--- config.mk ---
export PLATFORM = sky130hd
export DESIGN_NAME = nrg_ctrl
export DESIGN_NICKNAME = d
export VERILOG_FILES = /design/src/rtl/core/nrg_pkg.sv /design/src/rtl/core/nrg_ctrl.sv
export SDC_FILE = /design/constraint.sdc
export NUM_CORES = 1
export LEC_CHECK = 0
export BUFFER_PORTS_ARGS = -buffer_cell sky130_fd_sc_hd__buf_2
export CORE_AREA = 2 2 39 41
export CTS_BUF_LIST = sky130_fd_sc_hd__clkbuf_4 sky130_fd_sc_hd__clkbuf_8
export CTS_CLUSTER_SIZE = 20
export DETAILED_ROUTE_END_ITERATION = 6
export DIE_AREA = 0 0 41 43
export PLACE_DENSITY = 0.46
export SYNTH_ARGS = -nofsm -noshare
export SYNTH_HDL_FRONTEND = slang
export SYNTH_SLANG_ARGS = --single-unit
--- constraint.sdc ---
create_clock -name clk -period 1.75 [get_ports clk]
set_input_delay 0.2625 -clock clk [delete_from_list [all_inputs] [get_ports clk]]
set_output_delay 0.2625 -clock clk [all_outputs]
set_load 0.01 [all_outputs]
--- src/rtl/core/nrg_pkg.sv ---
// ----------------------------------------------------------------------------
// nrg_pkg
// Shared codes, constants and controller/datapath link types for the
// nonce replay guard.
// ----------------------------------------------------------------------------
package nrg_pkg;

  localparam logic [2:0] REQ_CHECK = 3'd0;
  localparam logic [2:0] REQ_DFAIL = 3'd1;
  localparam logic [2:0] REQ_DOK   = 3'd2;
  localparam logic [2:0] REQ_ISSUE = 3'd3;
  localparam logic [2:0] REQ_START = 3'd4;

  localparam logic [2:0] ST_OK          = 3'd0;
  localparam logic [2:0] ST_NO_SESSION  = 3'd1;
  localparam logic [2:0] ST_ID_MISMATCH = 3'd2;
  localparam logic [2:0] ST_WINDOW      = 3'd3;
  localparam logic [2:0] ST_REPLAY      = 3'd4;

  localparam logic [63:0] WIN_HALF  = 64'd32;
  localparam logic [63:0] WIN_SPAN  = 64'd64;
  localparam logic [1:0]  FAIL_LAST = 2'd2;

  typedef enum logic [2:0] {
    S_IDLE,
    S_EVAL,
    S_DECIDE,
    S_SCAN,
    S_APPLY
  } ctrl_state_t;

  typedef struct packed {
    logic load;
    logic eval;
    logic scan_clear;
    logic scan_run;
    logic apply;
  } dp_cmd_t;

  typedef struct packed {
    logic needs_scan;
    logic scan_hit;
    logic scan_done;
  } dp_stat_t;

endpackage

--- src/rtl/core/nrg_ctrl.sv ---
// ----------------------------------------------------------------------------
// nrg_ctrl
// Request sequencer: evaluate, optional ring scan, apply, and output beat
// handoff.
// ----------------------------------------------------------------------------
module nrg_ctrl (
  input  logic             clk,
  input  logic             rst,
  input  logic             in_valid,
  output logic             in_stall,
  output logic             out_valid,
  input  logic             out_stall,
  output nrg_pkg::dp_cmd_t cmd,
  input  nrg_pkg::dp_stat_t stat
);
  import nrg_pkg::*;

  ctrl_state_t state, state_next;
  logic        out_valid_next;
  logic        out_free;

  assign out_free = !out_valid || !out_stall;

  always_ff @(posedge clk) begin
    if (rst) begin
      state     <= S_IDLE;
      out_valid <= 1'b0;
    end else begin
      state     <= state_next;
      out_valid <= out_valid_next;
    end
  end

  always_comb begin
    state_next = state;
    case (state)
      S_IDLE: begin
        if (in_valid) state_next = S_EVAL;
      end
      S_EVAL:   state_next = S_DECIDE;
      S_DECIDE: state_next = stat.needs_scan ? S_SCAN : S_APPLY;
      S_SCAN: begin
        if (stat.scan_hit || stat.scan_done) state_next = S_APPLY;
      end
      S_APPLY: begin
        if (out_free) state_next = S_IDLE;
      end
      default: state_next = S_IDLE;
    endcase
  end

  always_comb begin
    cmd            = '0;
    in_stall       = 1'b1;
    out_valid_next = out_valid && out_stall;
    case (state)
      S_IDLE: begin
        in_stall = 1'b0;
        cmd.load = in_valid;
      end
      S_EVAL: begin
        cmd.eval       = 1'b1;
        cmd.scan_clear = 1'b1;
      end
      S_DECIDE: begin
      end
      S_SCAN: begin
        cmd.scan_run = 1'b1;
      end
      S_APPLY: begin
        if (out_free) begin
          cmd.apply      = 1'b1;
          out_valid_next = 1'b1;
        end
      end
      default: begin
      end
    endcase
  end

endmodule

* Yosys cells after proc, flatten, opt, wreduce, memory -nomap -nowiden
Index checks and enable logic that the tools add are counted.
** Storage, ports and cells
- Register bits after elaboration :: 4
- Output and inout bits :: 7
- Bits of input ports :: 7
- Logic and storage cells :: 29
** Operators by class
- Equal/unequal tests :: 7
- Reductions and logical operators :: 7
- Muxes and demuxes :: 13
** Operator list (number)
- $pmux W3 S5 :: 1
- $mux W3 :: 4
- $mux W1 :: 7
- $eq A3 B2 Y1 const B :: 2
- $ne A2 B2 Y1 const B :: 3
- $eq A3 B1 Y1 const B :: 1
- $eq A3 B3 Y1 const B :: 1
- $logic_not A3 Y1 :: 1
- $reduce_and A3 Y1 :: 1
- $logic_not A1 Y1 :: 2
- $logic_or A1 B1 Y1 :: 2
- $mux W2 :: 1
- $logic_and A1 B1 Y1 :: 1

* Logic depth before layout (Yosys ltp)
- Depth after elaboration :: 4
- Mapped depth :: 4
- Gate-level depth less buffers :: 4

* Worst setup path before layout
Ideal clock, no wire load.
- Path type :: reg-to-output
- From :: register state[0]
- To :: output port cmd[3] (netlist bit)
- Required time :: 1.487 ns
- Path buffers :: 1
- Data arrival time :: 1.021 ns
- Cell stages (with the launch flop) :: 4
- Slack :: 0.466 ns
- Cells stage by stage :: dfxtp_1 > inv_1 > nor3_1 > buf_4
** RTL lines
- from (decl) :: RTL line nrg_ctrl.sv:18 : ctrl_state_t state, state_next;
- from (signal assigned) :: RTL line nrg_ctrl.sv:29 : state <= state_next;
- to (decl) :: RTL line nrg_ctrl.sv:13 : output nrg_pkg::dp_cmd_t cmd,

==> metrics.txt <==
Layout area overhead 41.88%; share of cells above drive strength 1 0.4545; GPL Wtd Cong 0.7236; die area 1763 um^2; NetSw 0.00007881 W; via count 261; post-CTS sizing 0; max-cap viol count 0; post-detail-place hpwl 460.8 um; fin. max-slew vios 0; number of hold buffers added after cts 0; Combinational Power Share 0.199; Initial Util 0.1727; per-cell routed wire length 9.467 um; layout net count 53; Worst VDD drop 0.2364 mV; Reg2Reg Depth 3; most frequent cells in the layout 13 x buf_2, 4 x nor2_1, 4 x dfxtp_1; Synth Area per Inst 8.241 um^2; setup violators final 0; Critical Path Sink Type output pin; crit path capture cmd[0]; crit-path cells or3b_4 -> a21oi_1 -> buf_2; fin crit period 1.550 ns; Worst path max stage delay 0.42 ns; Reg power frac 0.371; IO Pins 14; max_slew headroom 0.8037; design area 339.1 um^2; internal power 0.0001990 W; ANT cells 0; Hold Slack 0.2465 ns; Die W 41 um; Worst R2R Start state[2]$_SDFFE_PP0P_; Yosys reg bits 4; core area 1384 um^2; Hold WC Path Type in -> reg; most common cell after layout, fill and taps aside buf_2; Max stage delay cell, worst path or3b_4; DRC violations left 0; kind of critical path reg -> out; Syn Inst Count 29; Longest Clk Path Bufs 2; Synth Cell Area 239.0 um^2; synth warn 0; Clk network pwr share 0.430; Arr. time, crit path 1.29 ns; CTS Buf Count 3; CP Max Fanout 5; Initial DRC Count 4; Final ANT Viol Nets 0; area post-placement 316.6 um^2; root buffer cell clkbuf_4; first-pass GRT wire length 952 um; worst setup path startpoint state[2]$_SDFFE_PP0P_; clock skew 0.001450 ns; Post-Syn Nets 36; FF-to-FF End state[2]$_SDFFE_PP0P_; CTS clock-pin slew for the worst setup and hold paths 0.04 ns; die height 43 um; Final period util 0.8859; via density per instance 4.350; total grt overflow 0; Worst-Skew Late Latency 0.24 ns; placed cell count 57; critical path required time 1.49 ns; Rows 14; postcts setup bufs 0; status complete, no violations; Total GRT Usage 0.08434; TritonRoute pass-1 iters 2; leakage 0.1558 nW; Pwr Density 819.3 nW/um^2; Non-Filler Instances 60; RSZ-0062 raised after global routing no; highest clock rate 645.0 MHz; Hold Vio Cnt, Final 0; wirelength, routed 568 um; vias in the first global route 260; switch share 0.2837; element type at the critical path start flop; H-Tree Depth 1; largest net degree at the start of global routing 9; measured slew at the worst slew-check pin 0.2922 ns; CTS sink count 4; IO Port Bufs 13; Fin Setup TNS 0 ns; Netlist cell types 17; Reg2Reg Setup Slack 0.43 ns; initial antenna violation count 0; TritonCTS clock tree done; register area share after synthesis 0.3351
-- through the flow --
step                      power [W]    util  setup slack, ns
after floorplan           0.0001385       -           0.4664
after global placement    0.0001608  0.2288           0.4049
after detailed placement  0.0001604  0.2288           0.4255
after CTS                 0.0002832  0.2450           0.1892
after global routing      0.0002963  0.2450           0.1037
final                     0.0002778  0.2450           0.1996
-- logic make-up after synthesis --
logic type,Yosys count,share of synthesized area
compound gates,7,0.2565
buf+inv,3,0.06285
flops,4,0.3351
simple gates,15,0.3456
-- cells in the mapped netlist --
cell type	instances	area [um^2]
inv_1	2	7.510
nor3_1	2	10.01
nand2b_1	1	6.260
nand2_1	2	7.510
a2bb2oi_2	1	15.01
nor2_1	4	15.01
a21oi_1	3	15.01
a211oi_1	1	7.510
dfxtp_1	4	80.08
and2_1	2	12.51
and2b_2	1	8.760
or3b_4	1	11.26
a2111oi_2	1	15.01
nand3_1	1	5.000
a32oi_1	1	8.760
nor4_1	1	6.260
buf_4	1	7.510
-- layout make-up --
class / instances / area (um^2)
Clock buffer: 3 / 22.52
Timing Repair Buffer: 13 / 65.06
Multi-Input combinational cell: 22 / 143.9
Sequential cell: 4 / 80.08
Inverter: 2 / 7.507
Tap cell: 16 / 20.02
Fill cell: 163 / 1045
-- layer usage --
layer / routed length (um) / part of all wire / GRT usage
met5: 0 / 0 / 0
met4: 15 / 0.026 / 0.1000
met3: 27 / 0.048 / 0.01571
met2: 268 / 0.47 / 0.1094
met1: 257 / 0.45 / 0.09968
-- worst min-delay path by stage --
stage,from,endpoint,slack [ns],cells after the start
2_1_floorplan,rst,state[2]$_SDFFE_PP0P_,0.33,1
3_3_place_gp,rst,state[2]$_SDFFE_PP0P_,0.50,2
3_5_place_dp,rst,state[2]$_SDFFE_PP0P_,0.49,2
4_1_cts,rst,state[2]$_SDFFE_PP0P_,0.23,2
5_1_grt,rst,state[2]$_SDFFE_PP0P_,0.26,2
6_report,rst,state[2]$_SDFFE_PP0P_,0.25,2
-- power groups by stage --
stage / registers (W) / clock network, W / logic [W]
2_1_floorplan: 0.000103 / 0 / 0.0000354
6_report: 0.000103 / 0.000119 / 0.0000553
3_3_place_gp: 0.000105 / 0 / 0.0000562
4_1_cts: 0.000103 / 0.000124 / 0.0000559
5_1_grt: 0.000104 / 0.000131 / 0.0000615
3_5_place_dp: 0.000105 / 0 / 0.0000558
-- worst max-delay path: cells and delay by family (launching register included) --
family / cells / cell delay (ns)
and+or+nand+nor: 1 / 0.42
buffers and inverters: 1 / 0.14
AOI/OAI and AO/OA: 1 / 0.11
DFF: 1 / 0.37
-- registers in the layout, summed over array words and instances, names as in the netlist --
name       flops
state          3
out_valid      1
Note: power is estimated with default switching activity, not from simulation.
